==> config.mk <==
export PLATFORM = sky130hd
export DESIGN_NAME = integer_to_roman_numeral_top
export DESIGN_NICKNAME = d
export VERILOG_FILES = /design/src/rtl/i2r_pkg.sv /design/src/rtl/i2r_front.sv /design/src/rtl/i2r_fifo.sv /design/src/rtl/i2r_back.sv /design/src/rtl/integer_to_roman_numeral_top.sv
export SDC_FILE = /design/constraint.sdc
export NUM_CORES = 1
export LEC_CHECK = 0
export BUFFER_PORTS_ARGS = -buffer_cell sky130_fd_sc_hd__buf_2
export CAP_MARGIN = 25
export CELL_PAD_IN_SITES_DETAIL_PLACEMENT = 0
export CELL_PAD_IN_SITES_GLOBAL_PLACEMENT = 2
export CORE_MARGIN = 1.5
export CORE_UTILIZATION = 35
export DETAILED_ROUTE_END_ITERATION = 10
export PLACE_DENSITY_LB_ADDON = 0.1
export SYNTH_ARGS = -nofsm -noshare
export SYNTH_HDL_FRONTEND = slang
export SYNTH_SLANG_ARGS = --single-unit
==> constraint.sdc <==
create_clock -name clk -period 8.87 [get_ports clk]
set_clock_uncertainty 0.05 [all_clocks]
set_input_delay 1.774 -clock clk [delete_from_list [all_inputs] [get_ports clk]]
set_output_delay 1.774 -clock clk [all_outputs]
set_load 0.02 [all_outputs]
==> src/rtl/i2r_pkg.sv <==
package i2r_pkg;

    // Field widths fixed by the interface.
    localparam int VALUE_W = 14;
    localparam int CHAR_W  = 7;
    localparam int DIGIT_W = 4;

    // Default depth of the digit queue between the front and the back.
    localparam int FIFO_DEPTH_DEF = 2;

    // ASCII codes of the numeral letters and of the terminating newline.
    localparam logic [CHAR_W-1:0] CH_I  = 7'h49;
    localparam logic [CHAR_W-1:0] CH_V  = 7'h56;
    localparam logic [CHAR_W-1:0] CH_X  = 7'h58;
    localparam logic [CHAR_W-1:0] CH_L  = 7'h4C;
    localparam logic [CHAR_W-1:0] CH_C  = 7'h43;
    localparam logic [CHAR_W-1:0] CH_D  = 7'h44;
    localparam logic [CHAR_W-1:0] CH_M  = 7'h4D;
    localparam logic [CHAR_W-1:0] CH_NL = 7'd10;

    // Decimal digits of one value, reduced modulo 10000.
    typedef struct packed {
        logic [DIGIT_W-1:0] th;
        logic [DIGIT_W-1:0] hu;
        logic [DIGIT_W-1:0] te;
        logic [DIGIT_W-1:0] on;
    } digits_t;

endpackage

==> src/rtl/i2r_front.sv <==
module i2r_front (
    input  logic                      clk,
    input  logic                      rst_n,
    input  logic                      push,
    output logic                      full,
    input  logic [i2r_pkg::VALUE_W-1:0] value,
    output logic                      q_push,
    input  logic                      q_full,
    output i2r_pkg::digits_t          q_wdata
);
    import i2r_pkg::*;

    // One shift-and-correct step of the binary to BCD conversion per cycle.
    localparam int ITER  = VALUE_W;
    localparam int CNT_W = $clog2(ITER);
    localparam int BCD_W = 4 * DIGIT_W;

    typedef enum logic [2:0] {
        F_IDLE = 3'b001,
        F_CONV = 3'b010,
        F_PUSH = 3'b100
    } front_state_t;

    front_state_t        state_reg, state_next;
    logic [CNT_W-1:0]    cnt_reg, cnt_next;
    logic [VALUE_W-1:0]  bin_reg, bin_next;
    logic [BCD_W-1:0]    bcd_reg, bcd_next;
    logic [BCD_W-1:0]    bcd_adj;

    always_comb
    begin
        logic [DIGIT_W-1:0] dig;
        dig = '0;
        for (int i = 0; i < 4; i++)
        begin
            dig = bcd_reg[i*DIGIT_W +: DIGIT_W];
            bcd_adj[i*DIGIT_W +: DIGIT_W] = (dig >= DIGIT_W'(5)) ? dig + DIGIT_W'(3) : dig;
        end
    end

    always_comb
    begin
        state_next = state_reg;
        cnt_next   = cnt_reg;
        bin_next   = bin_reg;
        bcd_next   = bcd_reg;
        q_push     = 1'b0;
        unique case (state_reg)
            F_IDLE:
            begin
                if (push)
                begin
                    bin_next   = value;
                    bcd_next   = '0;
                    cnt_next   = '0;
                    state_next = F_CONV;
                end
            end
            F_CONV:
            begin
                // The carry out of the thousands digit is dropped, which
                // reduces the value modulo 10000.
                bcd_next = {bcd_adj[BCD_W-2:0], bin_reg[VALUE_W-1]};
                bin_next = {bin_reg[VALUE_W-2:0], 1'b0};
                cnt_next = cnt_reg + CNT_W'(1);
                if (cnt_reg == CNT_W'(ITER - 1))
                begin
                    state_next = F_PUSH;
                end
            end
            F_PUSH:
            begin
                if (!q_full)
                begin
                    q_push     = 1'b1;
                    state_next = F_IDLE;
                end
            end
            default:
            begin
                state_next = F_IDLE;
            end
        endcase
    end

    always_ff @(posedge clk or negedge rst_n)
    begin
        if (!rst_n)
        begin
            state_reg <= F_IDLE;
            cnt_reg   <= '0;
        end
        else
        begin
            state_reg <= state_next;
            cnt_reg   <= cnt_next;
        end
    end

    always_ff @(posedge clk)
    begin
        bin_reg <= bin_next;
        bcd_reg <= bcd_next;
    end

    assign full    = (state_reg != F_IDLE);
    assign q_wdata = digits_t'(bcd_reg);

endmodule

==> src/rtl/i2r_fifo.sv <==
module i2r_fifo #(
    parameter int DEPTH = i2r_pkg::FIFO_DEPTH_DEF
) (
    input  logic             clk,
    input  logic             rst_n,
    input  logic             push,
    output logic             full,
    input  i2r_pkg::digits_t wdata,
    input  logic             pop,
    output logic             empty,
    output i2r_pkg::digits_t rdata
);
    import i2r_pkg::*;

    // DEPTH must be at least 2; the module itself does not enforce this.
    localparam int AW = $clog2(DEPTH);
    localparam int CW = $clog2(DEPTH + 1);

    digits_t        mem_reg [DEPTH];
    logic [AW-1:0]  wr_ptr_reg, wr_ptr_next;
    logic [AW-1:0]  rd_ptr_reg, rd_ptr_next;
    logic [CW-1:0]  count_reg, count_next;
    logic           do_push, do_pop;

    assign full    = (count_reg == CW'(DEPTH));
    assign empty   = (count_reg == '0);
    assign do_push = push && !full;
    assign do_pop  = pop && !empty;
    assign rdata   = mem_reg[rd_ptr_reg];

    always_comb
    begin
        wr_ptr_next = wr_ptr_reg;
        rd_ptr_next = rd_ptr_reg;
        count_next  = count_reg;
        if (do_push)
        begin
            wr_ptr_next = (wr_ptr_reg == AW'(DEPTH - 1)) ? '0 : wr_ptr_reg + AW'(1);
        end
        if (do_pop)
        begin
            rd_ptr_next = (rd_ptr_reg == AW'(DEPTH - 1)) ? '0 : rd_ptr_reg + AW'(1);
        end
        if (do_push && !do_pop)
        begin
            count_next = count_reg + CW'(1);
        end
        else if (do_pop && !do_push)
        begin
            count_next = count_reg - CW'(1);
        end
    end

    always_ff @(posedge clk or negedge rst_n)
    begin
        if (!rst_n)
        begin
            wr_ptr_reg <= '0;
            rd_ptr_reg <= '0;
            count_reg  <= '0;
        end
        else
        begin
            wr_ptr_reg <= wr_ptr_next;
            rd_ptr_reg <= rd_ptr_next;
            count_reg  <= count_next;
        end
    end

    always_ff @(posedge clk)
    begin
        if (do_push)
        begin
            mem_reg[wr_ptr_reg] <= wdata;
        end
    end

endmodule

==> src/rtl/i2r_back.sv <==
module i2r_back (
    input  logic                       clk,
    input  logic                       rst_n,
    input  logic                       q_empty,
    input  i2r_pkg::digits_t           q_rdata,
    output logic                       q_pop,
    output logic                       empty,
    input  logic                       pop,
    output logic [i2r_pkg::CHAR_W-1:0] character,
    output logic                       last
);
    import i2r_pkg::*;

    typedef enum logic [5:0] {
        B_IDLE = 6'b000001,
        B_TH   = 6'b000010,
        B_HU   = 6'b000100,
        B_TE   = 6'b001000,
        B_ON   = 6'b010000,
        B_NL   = 6'b100000
    } back_state_t;

    typedef enum logic [1:0] {
        SH_ONE  = 2'd0,
        SH_FIVE = 2'd1,
        SH_TEN  = 2'd2,
        SH_END  = 2'd3
    } shape_t;

    // Letter at position k of a lower digit, with subtractive forms for 4 and 9.
    function automatic shape_t digit_shape(input logic [DIGIT_W-1:0] d,
                                           input logic [DIGIT_W-1:0] k);
        shape_t s;
        s = SH_END;
        unique case (d)
            4'd1, 4'd2, 4'd3:
            begin
                if (k < d) s = SH_ONE;
            end
            4'd4:
            begin
                if (k == 4'd0) s = SH_ONE;
                else if (k == 4'd1) s = SH_FIVE;
            end
            4'd5, 4'd6, 4'd7, 4'd8:
            begin
                if (k == 4'd0) s = SH_FIVE;
                else if (k <= d - 4'd5) s = SH_ONE;
            end
            4'd9:
            begin
                if (k == 4'd0) s = SH_ONE;
                else if (k == 4'd1) s = SH_TEN;
            end
            default:
            begin
                s = SH_END;
            end
        endcase
        return s;
    endfunction

    back_state_t         state_reg, state_next;
    digits_t             dig_reg, dig_next;
    logic [DIGIT_W-1:0]  k_reg, k_next;
    logic                ovalid_reg, ovalid_next;
    logic [CHAR_W-1:0]   char_reg, char_next;
    logic                last_reg, last_next;

    logic                out_free;
    logic [DIGIT_W-1:0]  cur_d;
    logic [CHAR_W-1:0]   l_one, l_five, l_ten;
    shape_t              shape;
    logic [CHAR_W-1:0]   sym;
    back_state_t         phase_after;

    assign out_free = !ovalid_reg || pop;

    always_comb
    begin
        cur_d       = dig_reg.on;
        l_one       = CH_I;
        l_five      = CH_V;
        l_ten       = CH_X;
        phase_after = B_NL;
        unique case (state_reg)
            B_TH:
            begin
                cur_d       = dig_reg.th;
                l_one       = CH_M;
                phase_after = B_HU;
            end
            B_HU:
            begin
                cur_d       = dig_reg.hu;
                l_one       = CH_C;
                l_five      = CH_D;
                l_ten       = CH_M;
                phase_after = B_TE;
            end
            B_TE:
            begin
                cur_d       = dig_reg.te;
                l_one       = CH_X;
                l_five      = CH_L;
                l_ten       = CH_C;
                phase_after = B_ON;
            end
            B_ON, B_IDLE, B_NL:
            begin
                cur_d       = dig_reg.on;
                phase_after = B_NL;
            end
            default:
            begin
                phase_after = B_NL;
            end
        endcase

        // Thousands are plain repeated M letters.
        if (state_reg == B_TH)
        begin
            shape = (k_reg < cur_d) ? SH_ONE : SH_END;
        end
        else
        begin
            shape = digit_shape(cur_d, k_reg);
        end

        unique case (shape)
            SH_ONE:  sym = l_one;
            SH_FIVE: sym = l_five;
            SH_TEN:  sym = l_ten;
            SH_END:  sym = l_one;
            default: sym = l_one;
        endcase
    end

    always_comb
    begin
        state_next  = state_reg;
        dig_next    = dig_reg;
        k_next      = k_reg;
        char_next   = char_reg;
        last_next   = last_reg;
        ovalid_next = ovalid_reg && !pop;
        q_pop       = 1'b0;
        unique case (state_reg)
            B_IDLE:
            begin
                if (!q_empty)
                begin
                    q_pop      = 1'b1;
                    dig_next   = q_rdata;
                    k_next     = '0;
                    state_next = B_TH;
                end
            end
            B_TH, B_HU, B_TE, B_ON:
            begin
                if (shape == SH_END)
                begin
                    k_next     = '0;
                    state_next = phase_after;
                end
                else if (out_free)
                begin
                    char_next   = sym;
                    last_next   = 1'b0;
                    ovalid_next = 1'b1;
                    k_next      = k_reg + DIGIT_W'(1);
                end
            end
            B_NL:
            begin
                if (out_free)
                begin
                    char_next   = CH_NL;
                    last_next   = 1'b1;
                    ovalid_next = 1'b1;
                    state_next  = B_IDLE;
                end
            end
            default:
            begin
                state_next = B_IDLE;
            end
        endcase
    end

    always_ff @(posedge clk or negedge rst_n)
    begin
        if (!rst_n)
        begin
            state_reg  <= B_IDLE;
            k_reg      <= '0;
            ovalid_reg <= 1'b0;
        end
        else
        begin
            state_reg  <= state_next;
            k_reg      <= k_next;
            ovalid_reg <= ovalid_next;
        end
    end

    always_ff @(posedge clk)
    begin
        dig_reg  <= dig_next;
        char_reg <= char_next;
        last_reg <= last_next;
    end

    assign empty     = !ovalid_reg;
    assign character = char_reg;
    assign last      = last_reg;

endmodule

==> src/rtl/integer_to_roman_numeral_top.sv <==
// Integer to Roman numeral converter. Each input item is one 14-bit unsigned
// value; the block returns its Roman numeral as a stream of result items, one
// ASCII character each (I V X L C D M), closed by a newline item (code 10)
// with last set. Values above 9999 are reduced modulo 10000, and a value of
// zero yields only the newline. The thousands digit becomes that many M
// letters; the lower digits use the usual subtractive forms for 4 and 9.
// Operation: the front takes an item, runs a binary to BCD conversion at one
// bit per cycle and pushes the four digits into a small queue; it accepts a
// new item only once the digits of the last one are in the queue. The back
// pops one digit set and emits one character per cycle through its output
// register while that register is free: for each item it takes the digits,
// emits each character, closes each of the four digit positions in turn and
// then emits the newline, and the character loop of the back sets the
// sustained rate for long numerals.
module integer_to_roman_numeral_top #(
    parameter int FIFO_DEPTH = i2r_pkg::FIFO_DEPTH_DEF
) (
    input  logic                        clk,
    input  logic                        rst_n,
    input  logic                        push,
    output logic                        full,
    input  logic [i2r_pkg::VALUE_W-1:0] value,
    output logic                        empty,
    input  logic                        pop,
    output logic [i2r_pkg::CHAR_W-1:0]  character,
    output logic                        last
);
    import i2r_pkg::*;

    // Digit queue between the converting front and the emitting back.
    logic    q_push;
    logic    q_full;
    logic    q_pop;
    logic    q_empty;
    digits_t q_wdata;
    digits_t q_rdata;

    // The front accepts an item and converts it into decimal digits.
    i2r_front u_front (
        .clk     (clk),
        .rst_n   (rst_n),
        .push    (push),
        .full    (full),
        .value   (value),
        .q_push  (q_push),
        .q_full  (q_full),
        .q_wdata (q_wdata)
    );

    // The queue lets the front work on the next item while the back emits.
    i2r_fifo #(
        .DEPTH (FIFO_DEPTH)
    ) u_fifo (
        .clk   (clk),
        .rst_n (rst_n),
        .push  (q_push),
        .full  (q_full),
        .wdata (q_wdata),
        .pop   (q_pop),
        .empty (q_empty),
        .rdata (q_rdata)
    );

    // The back walks the digits and delivers one character item per cycle while its output register is free.
    i2r_back u_back (
        .clk       (clk),
        .rst_n     (rst_n),
        .q_empty   (q_empty),
        .q_rdata   (q_rdata),
        .q_pop     (q_pop),
        .empty     (empty),
        .pop       (pop),
        .character (character),
        .last      (last)
    );

    // The front never pushes into a full digit queue.
    a_no_overflow: assert property (@(posedge clk) disable iff (!rst_n)
        !(q_push && q_full))
        else $error("digit queue pushed while full");

    // Once an item is accepted the front reports full on the next cycle.
    a_busy_after_accept: assert property (@(posedge clk) disable iff (!rst_n)
        (push && !full) |=> full)
        else $error("front not busy after accepting an item");

    // The last flag comes only with the newline character.
    a_last_is_newline: assert property (@(posedge clk) disable iff (!rst_n)
        (!empty && last) |-> (character == CH_NL))
        else $error("last flag on a character other than newline");

    // Every waiting character is a numeral letter or the newline.
    a_char_legal: assert property (@(posedge clk) disable iff (!rst_n)
        !empty |-> (character == CH_I || character == CH_V || character == CH_X ||
                    character == CH_L || character == CH_C || character == CH_D ||
                    character == CH_M || character == CH_NL))
        else $error("illegal character on the result port");

endmodule
## Word-level counts from Yosys, hierarchy flattened

Memory sizes are Yosys's and may differ from the RTL's. A register that Yosys moved wholly into a read port is not among the register bits.
Cells that the tools add are included.

- Equality and inequality tests: 34
- Magnitude comparators: 6
- Bitwise logic cells: 1
- Reduce and logical (&&, ||, !) cells: 28
- Mux-type cells: 58
- $add $sub $neg: 11

Operator list:

| kind | count |
|---|---|
| $pmux 6 s3 | 2 |
| $pmux 16 s2 | 1 |
| $mux 4 | 7 |
| $pmux 14 s2 | 1 |
| $mux 7 | 3 |
| $pmux 7 s3 | 1 |
| $pmux 5 s2 | 2 |
| $mux 2 | 9 |
| $mux 6 | 3 |
| $eq 4x3->1 const B | 4 |
| $ge 4x3->1 const B | 4 |
| $mux 16 | 1 |
| $pmux 4 s2 | 2 |
| $pmux 5 s3 | 1 |
| $mux 1 | 14 |
| $mux 14 | 1 |
| $pmux 7 s2 | 1 |
| $add 4x2->4 const B | 3 |
| $eq 4x4->1 const B | 3 |
| $mux 3 | 4 |
| $pmux 4 s3 | 1 |
| $pmux 3 s3 | 1 |
| $reduce_and 3->1 | 3 |
| $add 4x1->4 const B | 2 |
| 36 further kinds | 64 |

- Register bits: 60
- Memory bits (writable): 32
- Memories: 1
- Logic and storage cells: 151
- Output and inout port bits: 10

Memory list:

| memory | words | bits a word | read ports | clocked after memory_dff | write ports | RTL line | source |
|---|---|---|---|---|---|---|---|
| u_fifo.mem_reg | 2 | 16 | 1 | 1 | 1 | i2r_fifo.sv:19 | `digits_t mem_reg [DEPTH];` |

## Logic depth before layout (Yosys ltp)

Gate-level depths: netlist of the first run.

- Depth after elaboration: 13
- Gate-level depth with buffers: 24
- Gate-level depth less buffers: 22

## Hierarchy

A second synthesis of the first run with hierarchy kept.

- Cell total of the unflattened synthesis: 446
- Area total of the unflattened synthesis: 5527.8 sq um

By module, submodules not included:

| module | instances | cells each | area each (sq um) |
|---|---|---|---|
| i2r_back | 1 | 213 | 2162.1 |
| i2r_front | 1 | 164 | 1963.1 |
| i2r_fifo | 1 | 69 | 1402.6 |

## Least setup slack after synthesis of the first run

No wires, ideal clock.

- Path kind: flip-flop to flip-flop
- Start point: reg u_back.state_reg[1]
- End point: reg u_back.state_reg[3]
- Cell stages (with the launch flop): 21
- Slack: 4.478 ns
- Data arrival time: 4.217 ns
- Data required time: 8.695 ns
- Library setup time: 0.125 ns
- Path through: dfrtp_1 or4_1 buf_6 nor2_8 o32a_2 nand2b_4 nand2_1 xor2_1 ha_1 nand4b_1 o21ai_0 a21oi_1 nand3_1 a211oi_2 nor3_1 a311oi_1 ha_1 o22ai_1 or2_2 clkbuf_1 mux2_2

- Word-level cells in the longest chain between the ends: 11
- Elaborated cells on any way between the ends: 35
- Those cells by class: add/sub: 1; order compare: 2; eq/ne: 19; mux: 9; reduce/logical: 4

RTL lines:

| element | RTL line | source |
|---|---|---|
| start: declaration | i2r_back.sv:63 | `back_state_t state_reg, state_next;` |
| start signal: assignment | i2r_back.sv:201 | `state_reg <= state_next;` |
| $eq 6x4->1 (tied with other cells) | i2r_back.sv:86, i2r_back.sv:148 |  |
| $pmux 4 s3 | i2r_back.sv:86 | `unique case (state_reg)` |
| $sub 4x3->4 | i2r_back.sv:48 | `else if (k <= d - 4'd5) s = SH_ONE;` |
| $le 4x4->1 | i2r_back.sv:48 |  |
| $mux 2 | i2r_back.sv:48 |  |
| $mux 2 | i2r_back.sv:47 | `if (k == 4'd0) s = SH_FIVE;` |
| $pmux 2 s4 | i2r_back.sv:35 | `unique case (d)` |
| $mux 2 | i2r_back.sv:121 | `if (state_reg == B_TH)` |
| $eq 2x2->1 | i2r_back.sv:161 | `if (shape == SH_END)` |
| $ne 2x1->1 (no line) | -- |  |
| $reduce_and 3->1 (no line) | -- |  |

Parallel ways exist; a longest one is shown, timed or not. The select of a mux whose other input is x is not followed.
A chain may end at the register's enable or synchronous reset.

## Final worst setup path of the first run

- Start point: reg u_back.state_reg[1]
- End point: reg u_back.k_reg[3]

- Word-level cells in the longest chain between the ends: 11
- Elaborated cells on any way between the ends: 33
- Those cells by class: add/sub: 1; order compare: 2; eq/ne: 17; mux: 8; reduce/logical: 5

RTL lines:

| element | RTL line | source |
|---|---|---|
| $eq 6x4->1 (tied with other cells) | i2r_back.sv:86, i2r_back.sv:148 |  |
| $pmux 4 s3 | i2r_back.sv:86 |  |
| $sub 4x3->4 | i2r_back.sv:48 |  |
| $le 4x4->1 | i2r_back.sv:48 |  |
| $mux 2 | i2r_back.sv:48 |  |
| $mux 2 | i2r_back.sv:47 |  |
| $pmux 2 s4 | i2r_back.sv:35 |  |
| $mux 2 | i2r_back.sv:121 |  |
| $eq 2x2->1 | i2r_back.sv:161 |  |
| $ne 3x1->1 (no line) or $mux 4 (tied branches) | -- |  |
| $reduce_and 3->1 (no line) or $pmux 4 s2 (tied branches) | -- |  |
| end signal: assignment | i2r_back.sv:202 | `k_reg <= k_next;` |
| end: declaration | i2r_back.sv:65 | `logic [DIGIT_W-1:0] k_reg, k_next;` |

Parallel ways exist; a longest one is shown, timed or not.

==> impl_results.md, run 1 <==
* H-Tree Depth at 3
* Leakage at 2.26 nW
* Area leader, netlist: edfxtp_1
* Clk_lat worst skew at 0.35 ns
* Maxcap violations at 0
* Register area share after synthesis at 57.9%
* Drt pass-1 iters at 4
* Initial antenna violation count at 0
* Ports at 28
* Critical path type: reg2reg
* Fmax at 191 MHz
* Mapped Area at 5360 um^2
* Die area at 16100 um^2
* Hold Path Depth at 1
* Via count at 3387
* Mean Syn Cell Area at 11.5 um^2
* DIE HEIGHT at 127 um
* Layout area overhead at 10.4%
* Setup violations, final at 0
* CTS Root Cell: clkbuf_16
* Pwr dens at 383 nW/um^2
* Largest net degree at the start of global routing at 36
* Startpoint Class: flop
* Met1 wire length at 4760 um
* Footprint of the multi-input gates at 2080 um^2
* Top_reg_cell synth: edfxtp_1
* Final Cycle Share at 58.9%
* R2R Path Start: u_back.state_reg[1]$_DFFE_PN0P_
* Area contributors post-synth: edfxtp_1 (48%), dfrtp_1 (9.3%), ha_1 (5.6%), nand2_1 (4.5%), mux2_2 (3.6%)
* Number of flip-flops in the largest register at 32
* Overall Power at 2.27 mW
* Syn_nets at 508
* First-pass GRT wire length at 16800 um
* Port bufs at 26
* Core ar. at 15100 um^2
* Synth warn at 0
* Hold Path End: u_fifo.wr_ptr_reg$_DFFE_PN0P_
* Post_cts resized at 0
* Final Core Density at 39.2%
* Worst setup EP type: flop
* Hold Path Class: reg2reg
* GRT Residual Overflow at 0
* Hold buffers post-CTS at 0
* Status: finished, final reports clean
* CTS Buf Count at 9
* Finished Cell Area at 5920 um^2
* Diodes inserted at 0
* GPL Wtd Cong at 0.728
* Slew HR at 44.0%
* Worst r2r path cells at 21
* Number of enable flip-flop cells after synthesis at 85
* Endpoints failing hold at 0
* Beginning of the worst hold path: u_fifo.wr_ptr_reg$_DFFE_PN0P_
* DR iter-0 viols at 138
* Register area at 3110 um^2
* ANT nets after route at 0
* Total Neg Setup Slack at 0 ns
* Gate Count Post-Synth at 466
* Total GRT Usage at 13.4%
* Initial Util at 35.5%
* Fillers at 1494
* Tmin final at 5.23 ns
* Longest Clk Path Bufs at 2
* Die W at 127 um
* Clk pin slew, worst setup/hold paths at 0.07 ns
* Top-area cell type share of the netlist area at 47.6%
* R2r setup slk at 3.64 ns
* Critical Path Fanout Max at 15
* Post-CTS Setup Bufs at 0
* # DRC at 0
* Max Slew Vio Count at 0
* WL met2 at 4740 um
* #FFs+latches synth at 107
* Top sig layer: met4
* Placed cell area at 5650 um^2
* Worst EP arrival at 5.40 ns
* Total Routed Length at 9950 um
* RSZ-0062 raised after global routing: no
* Worst vdd ir at 0.147 mV
* WP data required at 9.05 ns
* Worst Tran Pin Value at 0.840 ns
* CTS tree: yes
* Avg WL per Cell at 14.7 um
* Hold_ws at 0.436 ns
* Via-per-instance ratio at 4.99
* Layout cells sized above 1 at 16.9%
* Routed met3 length at 216 um
* Final #Nets at 528
* RR Endpoint: u_back.k_reg[3]$_DFFE_PN0P_
* Hpwl dp at 6870 um
* Post-synth cell types at 57
* Post-synth ARST share at 20.6%
* Vias in the first global route at 3341
* CTS Sinks at 107
* Row count at 45
final cells by class:
type,instances,area share [%]
tap,188,3.97
sequential,107,52.5
multi-input combinational,319,35.1
clock inverter,7,0.719
timing repair buffer,29,2.64
clock buffer,9,3.80
inverter,20,1.27
Yosys cell counts (3+ instances only):
| cell type | instances |
|---|---|
| a21oi_1 | 24 |
| a31oi_1 | 3 |
| and2_1 | 4 |
| and3b_2 | 3 |
| buf_2 | 4 |
| buf_4 | 3 |
| buf_6 | 3 |
| clkbuf_1 | 10 |
| dfrtp_1 | 20 |
| edfxtp_1 | 85 |
| ha_1 | 24 |
| inv_1 | 19 |
| mux2_2 | 17 |
| nand2_1 | 65 |
| nand2b_1 | 13 |
| nand3_1 | 10 |
| nand4_1 | 3 |
| nor2_1 | 45 |
| nor2b_1 | 4 |
| nor3_1 | 13 |
| nor3b_1 | 3 |
| nor4b_1 | 4 |
| o21ai_0 | 18 |
| o22ai_1 | 6 |
| o32a_2 | 3 |
| xnor2_1 | 10 |
| xor2_1 | 9 |
worst max-delay path: stages, from the launching register on:
cell and delay [ns]:
dfrtp_1 0.63, or4_1 0.42, nor2_8 0.09, o311ai_1 0.59
inv_2 0.18, nand2b_4 0.15, nand2_1 0.07, xor2_1 0.15
ha_1 0.32, nand4b_1 0.08, o21ai_0 0.08, a21oi_1 0.23
nand3_1 0.13, a211oi_2 0.29, nor3_1 0.11, a311oi_1 0.39
ha_1 0.27, nor2_1 0.05, o21ai_0 0.43, nand4_1 0.17
xor2_1 0.17, nor2_1 0.06
layer usage:
| layer | global-route usage [%] | vias up |
|---|---|---|
| met3 | 2.02 | 16 |
| met1 | 17.6 | 1634 |
| met4 | 6.08 | 0 |
| met5 | 0 | - |
| met2 | 22.2 | 37 |
| li1 | - | 1700 |
kinds of logic (layout without fill, tap and decap cells):
group	after synthesis	after routing	synth area share, %
muxes	18	18	3.76
DFF	107	107	57.9
and+or+nand+nor	185	185	17.5
adders and majority gates	25	25	5.78
buffers and inverters	40	65	3.52
AOI/OAI and AO/OA	71	71	8.37
xor gates and xnor gates	19	19	3.10
other	1	1	0.0699
per-stage QoR:
stage	cells	setup WS, ns
after global routing	679	3.08
after detailed placement	663	3.63
after CTS	679	3.62
after floorplan	466	4.48
after global placement	662	3.77
final	679	3.64
placed cells by master (no fill, tap or decap), types with 13 or more instances in the layout:
cell type	count
nor2_1	45
buf_2	26
dfrtp_1	20
nand2_1	65
a21oi_1	23
inv_1	19
o21ai_0	18
edfxtp_1	85
mux2_2	17
ha_1	24
nor3_1	13
nand2b_1	13
power breakdown:
part	leakage, nW	switching, mW	internal (mW)	total (mW)
sequential	1.07	0.116	0.766	0.882
combinational	1.05	0.606	0.410	1.02
clock	0.131	0.179	0.189	0.369
worst max path at each step:
| stage | start | endpoint | slack [ns] | cells past startpoint |
|---|---|---|---|---|
| after CTS | u_back.state_reg[1]$_DFFE_PN0P_ | u_back.k_reg[3]$_DFFE_PN0P_ | 3.62 | 21 |
| after floorplan | u_back.state_reg[1]$_DFFE_PN0P_ | u_back.state_reg[3]$_DFFE_PN0P_ | 4.48 | 20 |
| final | u_back.state_reg[1]$_DFFE_PN0P_ | u_back.k_reg[3]$_DFFE_PN0P_ | 3.64 | 21 |
| after global routing | u_back.state_reg[1]$_DFFE_PN0P_ | u_back.k_reg[3]$_DFFE_PN0P_ | 3.08 | 21 |
| after detailed placement | u_back.state_reg[1]$_DFFE_PN0P_ | u_back.k_reg[3]$_DFFE_PN0P_ | 3.63 | 21 |
| after global placement | u_back.state_reg[1]$_DFFE_PN0P_ | u_back.k_reg[3]$_DFFE_PN0P_ | 3.77 | 20 |
No activity file was read; power rests on OpenSTA's default activity.
==> inputs of run 2 (changes only) <==
Clock period 8.87 ns to 4.8 ns, I/O delays scaled along.
==> impl_results.md, run 2 (same netlist as run 1, synthesis figures left out) <==
* Status: finished, final reports clean
* Fillers at 1461
* Pwr dens at 731 nW/um^2
* Clk pin slew, worst setup/hold paths at 0.07 ns
* Seq pwr share at 35.6%
* Total Routed Length at 10200 um
* Footprint of the multi-input gates at 2140 um^2
* Initial Util at 35.5%
* Via count at 3446
* Layout cells sized above 1 at 22.9%
* Number of flip-flops in the largest register at 32
* Ports at 28
* Layout area overhead at 15.6%
* Worst Tran Pin Value at 0.753 ns
* Critical path type: reg2reg
* Clock power share at 16.5%
* Fmax at 223 MHz
* Slew HR at 49.8%
* Clk_lat worst skew at 0.35 ns
* CTS tree: yes
* R2R Path Start: u_back.state_reg[4]$_DFFE_PN0P_
* Port bufs at 26
* CTS Sinks at 107
* Final #Nets at 553
* CTS Buf Count at 9
* Final Cycle Share at 93.5%
* Startpoint Class: flop
* GPL Wtd Cong at 0.750
* Leakage at 2.40 nW
* Hold Path Class: reg2reg
* Worst setup EP type: flop
* DR iter-0 viols at 151
* Worst vdd ir at 0.224 mV
* ANT nets after route at 0
* Leading cell type in the layout, fill and taps excluded: edfxtp_1
* P_sw at 1.74 mW
* Vias in the first global route at 3399
* Hpwl dp at 7150 um
* Endpoints failing hold at 0
* Worst EP arrival at 4.66 ns
* Beginning of the worst hold path: u_fifo.wr_ptr_reg$_DFFE_PN0P_
* WP data required at 4.98 ns
* Register area at 3110 um^2
* Crit path launch: u_back.state_reg[4]$_DFFE_PN0P_
* Initial antenna violation count at 0
* Die area at 16100 um^2
* Internal power at 2.80 mW
* Total Neg Setup Slack at 0 ns
* Avg WL per Cell at 14.4 um
* Tmin final at 4.49 ns
* Max Slew Vio Count at 0
* DIE HEIGHT at 127 um
* Drt pass-1 iters at 4
* Total GRT Usage at 13.7%
* # DRC at 0
* Largest net degree at the start of global routing at 33
* Critical Path Fanout Max at 8
* Die W at 127 um
* Diodes inserted at 0
* Longest Clk Path Bufs at 2
* Most frequent cells in the layout: edfxtp_1 (85), nand2_1 (65), nor2_1 (44), buf_4 (27), buf_2 (26)
* Final Core Density at 41.1%
* Switching share of power at 38.3%
* Core ar. at 15100 um^2
* H-Tree Depth at 3
* CTS Root Cell: clkbuf_16
* Post-CTS Setup Bufs at 0
* Via-per-instance ratio at 4.89
* Setup violations, final at 0
* Combinational power share at 47.9%
* GRT Residual Overflow at 0
* Overall Power at 4.53 mW
* First-pass GRT wire length at 17200 um
* Row count at 45
* RSZ-0062 raised after global routing: no
* Maxcap violations at 0
## run 2: power groups by stage
| stage | clock network, mW | registers (mW) | logic (mW) |
|---|---|---|---|
| floorplan | 0 | 1.58 | 1.53 |
| global placement | 0 | 1.63 | 2.10 |
| detailed placement | 0 | 1.63 | 2.12 |
| CTS | 0.773 | 1.62 | 2.13 |
| global route | 0.804 | 1.65 | 2.46 |
| finish | 0.748 | 1.61 | 2.17 |
## run 2: worst max-delay path: stages, from the launching register on
cell	delay, ns
dfrtp_1	0.46
or4_4	0.56
nor2_8	0.17
o32a_4	0.22
nand2b_4	0.15
nand2_1	0.06
xor2_1	0.15
ha_1	0.30
nand4b_1	0.08
o21ai_0	0.11
a21oi_2	0.17
nor2_1	0.09
a211oi_2	0.27
a21oi_1	0.08
a311oi_1	0.37
ha_2	0.26
o22ai_1	0.09
or2_2	0.42
o31ai_1	0.30
## run 2: worst paths after layout
path                                              endpoint  slack (ns)  cells past startpoint
max                        u_back.state_reg[4]$_DFFE_PN0P_        0.31                     18
max reg2reg                u_back.state_reg[4]$_DFFE_PN0P_        0.31                     18
min                          u_fifo.wr_ptr_reg$_DFFE_PN0P_        0.44                      1
min in group asynchronous      u_back.k_reg[0]$_DFFE_PN0P_        0.53                      1
min reg2reg                  u_fifo.wr_ptr_reg$_DFFE_PN0P_        0.44                      1
max in group asynchronous  u_back.state_reg[2]$_DFFE_PN0P_        3.77                      1
## run 2: through the flow
stage | area, um^2 | setup slack (ns) | hold slack [ns] | std cells
after detailed placement | 5840 | 0.0235 | 0.427 | 688
final | 6200 | 0.313 | 0.441 | 704
after global routing | 6200 | 0.000558 | 0.476 | 704
after global placement | 5830 | 0.0750 | 0.421 | 687
after CTS | 6140 | 0.0102 | 0.444 | 704
after floorplan | 5360 | 0.408 | 0.405 | 466
## run 2: area by class of cell
cell class                      instances  share of cell area [%]
Multi-Input combinational cell        319                    34.6
Sequential cell                       107                    50.1
Tap cell                              188                    3.79
Timing Repair Buffer                   54                    5.55
Clock inverter                          4                   0.928
Clock buffer                           12                    3.81
Inverter                               20                    1.21
## run 2: per-layer routing
| layer | global-route usage [%] | wire [um] | vias to the layer above |
|---|---|---|---|
| met2 | 22.8 | 4940 | 39 |
| li1 | - | - | 1740 |
| met5 | 0 | 0 | - |
| met1 | 17.6 | 4790 | 1659 |
| met3 | 3.67 | 310 | 8 |
| met4 | 4.01 | 119 | 0 |
## run 2: what timing repair did
| item | 4_1_cts | 5_1_grt |
|---|---|---|
| hold buffers | 0 | 0 |
| gates resized for setup | 1 | 13 |
| endpoints found under the setup margin | 7 | 23 |
| endpoints found under the hold margin | 0 | 0 |
| pin swaps | 0 | 0 |
==> inputs of run 3 (changes only) <==
Settings changed: SETUP_SLACK_MARGIN set to 0.5.
==> impl_results.md, run 3 (same netlist as run 1, synthesis figures left out) <==
* Fmax at 232 MHz
* Worst setup EP type: flop
* Status: finished, final reports clean
* Row count at 45
* Total Routed Length at 10800 um
* Total GRT Usage at 14.2%
* Vias in the first global route at 3607
* Placed cell area at 5820 um^2
* Worst r2r path cells at 21
* CTS tree: yes
* RSZ-0062 raised after global routing: yes
* DIE HEIGHT at 127 um
* Hold Path Depth at 1
* Layout cells sized above 1 at 29.9%
* Register area at 3110 um^2
* Post-Layout Cell Count at 719
* First-pass GRT wire length at 17900 um
* Seq pwr share at 31.4%
* Footprint of the multi-input gates at 2330 um^2
* Pwr dens at 786 nW/um^2
* Endpoints failing hold at 0
* Hold Path Class: reg2reg
* ANT nets after route at 0
* Max Slew Vio Count at 0
* CTS Sinks at 107
* Clock power share at 13.3%
* Overall Power at 5.10 mW
* GPL Wtd Cong at 0.764
* Layout area overhead at 20.9%
* Ports at 28
* Leading cell type in the layout, fill and taps excluded: edfxtp_1
* WP data required at 4.99 ns
* Setup violations, final at 0
* Leakage at 2.51 nW
* Worst vdd ir at 0.432 mV
* Initial Util at 35.5%
* Clk_lat worst skew at 0.35 ns
* CTS Buf Count at 9
* Switching share of power at 39.0%
* Die area at 16100 um^2
* Slew HR at 42.1%
* Most frequent cells in the layout: edfxtp_1 (85), nand2_1 (62), nor2_1 (40), buf_4 (38), buf_2 (27)
* CTS Root Cell: clkbuf_16
* Diodes inserted at 0
* Fillers at 1467
* DR iter-0 viols at 143
* Internal power at 3.11 mW
* Total Neg Setup Slack at 0 ns
* Via-per-instance ratio at 4.97
* Critical Path Fanout Max at 5
* Clk pin slew, worst setup/hold paths at 0.07 ns
* # DRC at 0
* Core ar. at 15100 um^2
* Worst Tran Pin Value at 0.864 ns
* Cells after DPL at 683
* Initial antenna violation count at 0
* Final Cycle Share at 89.8%
* Critical path type: reg2reg
* Finished Cell Area at 6480 um^2
* Startpoint Class: flop
* Hpwl dp at 7110 um
* Maxcap violations at 0
* Largest net degree at the start of global routing at 33
* Worst EP arrival at 4.50 ns
* GRT Residual Overflow at 0
* Combinational power share at 55.2%
* H-Tree Depth at 3
* Tmin final at 4.31 ns
* Die W at 127 um
* Avg WL per Cell at 15.0 um
* Number of flip-flops in the largest register at 32
* Longest Clk Path Bufs at 2
* Port bufs at 26
* Via count at 3573
* P_sw at 1.99 mW
* Final #Nets at 568
* Drt pass-1 iters at 4
## run 3: cell count changes in the layout (fill, tap and decap cells not counted), moves of 3 or more
cell and change:
buf_4 +11, o21ai_0 -8, o21ai_1 +6, nor2_1 -4
nand2_1 -3, nor2_2 +3
## run 3: final cells by class
cell class | instances | share of cell area, %
tap | 188 | 3.63
inverter | 20 | 1.16
timing repair buffer | 69 | 7.31
clock inverter | 5 | 0.463
clock buffer | 11 | 3.59
multi-input combinational | 319 | 35.9
sequential | 107 | 47.9
## run 3: timing repair
item / CTS / global route
hold buffers: 0 / 0
endpoints found under the setup margin: 23 / 22
resized for setup: 23 / 35
pin swaps: 17 / 16
buffers inserted: 9 / 10
## run 3: power groups by stage
| stage | clock network, mW | logic [mW] | registers [mW] |
|---|---|---|---|
| floorplan | 0 | 1.57 | 1.58 |
| global placement | 0 | 2.13 | 1.63 |
| detailed placement | 0 | 2.12 | 1.64 |
| CTS | 0.706 | 2.39 | 1.61 |
| global route | 0.746 | 3.09 | 1.65 |
| finish | 0.680 | 2.82 | 1.60 |
## run 3: worst max-delay path, cell delays in order (launching register included)
cell	delay (ns)
dfrtp_1	0.38
or4_4	0.58
nor2_8	0.17
o32a_4	0.22
nand2b_4	0.14
nand2_2	0.05
xor2_1	0.14
ha_1	0.31
nand4b_1	0.09
o21ai_1	0.08
a21oi_2	0.19
nand3_2	0.12
a211oi_4	0.28
nor3_2	0.09
a311oi_2	0.34
ha_2	0.25
nor2_1	0.05
o21ai_1	0.19
buf_4	0.16
nand4_1	0.10
xor2_1	0.16
nor2_1	0.05
## run 3: metal layers
metal	track usage [%]	up-vias	wire, um
li1	-	1777	-
met1	18.0	1741	5170
met2	23.1	38	5120
met3	3.16	17	249
met4	6.95	0	265
met5	0	-	0
## run 3: path summary, 6_finish.rpt
check,end,slack (ns),start
min reg2reg,u_fifo.wr_ptr_reg$_DFFE_PN0P_,0.45,u_fifo.wr_ptr_reg$_DFFE_PN0P_
min in group asynchronous,u_back.k_reg[0]$_DFFE_PN0P_,0.54,rst_n
min,u_fifo.wr_ptr_reg$_DFFE_PN0P_,0.45,u_fifo.wr_ptr_reg$_DFFE_PN0P_
max reg2reg,u_back.k_reg[3]$_DFFE_PN0P_,0.49,u_back.state_reg[4]$_DFFE_PN0P_
max,u_back.k_reg[3]$_DFFE_PN0P_,0.49,u_back.state_reg[4]$_DFFE_PN0P_
max in group asynchronous,u_back.state_reg[3]$_DFFE_PN0P_,3.77,rst_n
## run 3: per-stage QoR
| step | setup slack (ns) | utilization (%) | hold WS [ns] |
|---|---|---|---|
| global placement | 0.183 | 38.6 | 0.436 |
| finish | 0.490 | 43.0 | 0.453 |
| global route | 0.293 | 43.0 | 0.469 |
| detailed placement | 0.0241 | 38.6 | 0.440 |
| CTS | 0.510 | 41.5 | 0.456 |
| floorplan | 0.506 | - | 0.405 |
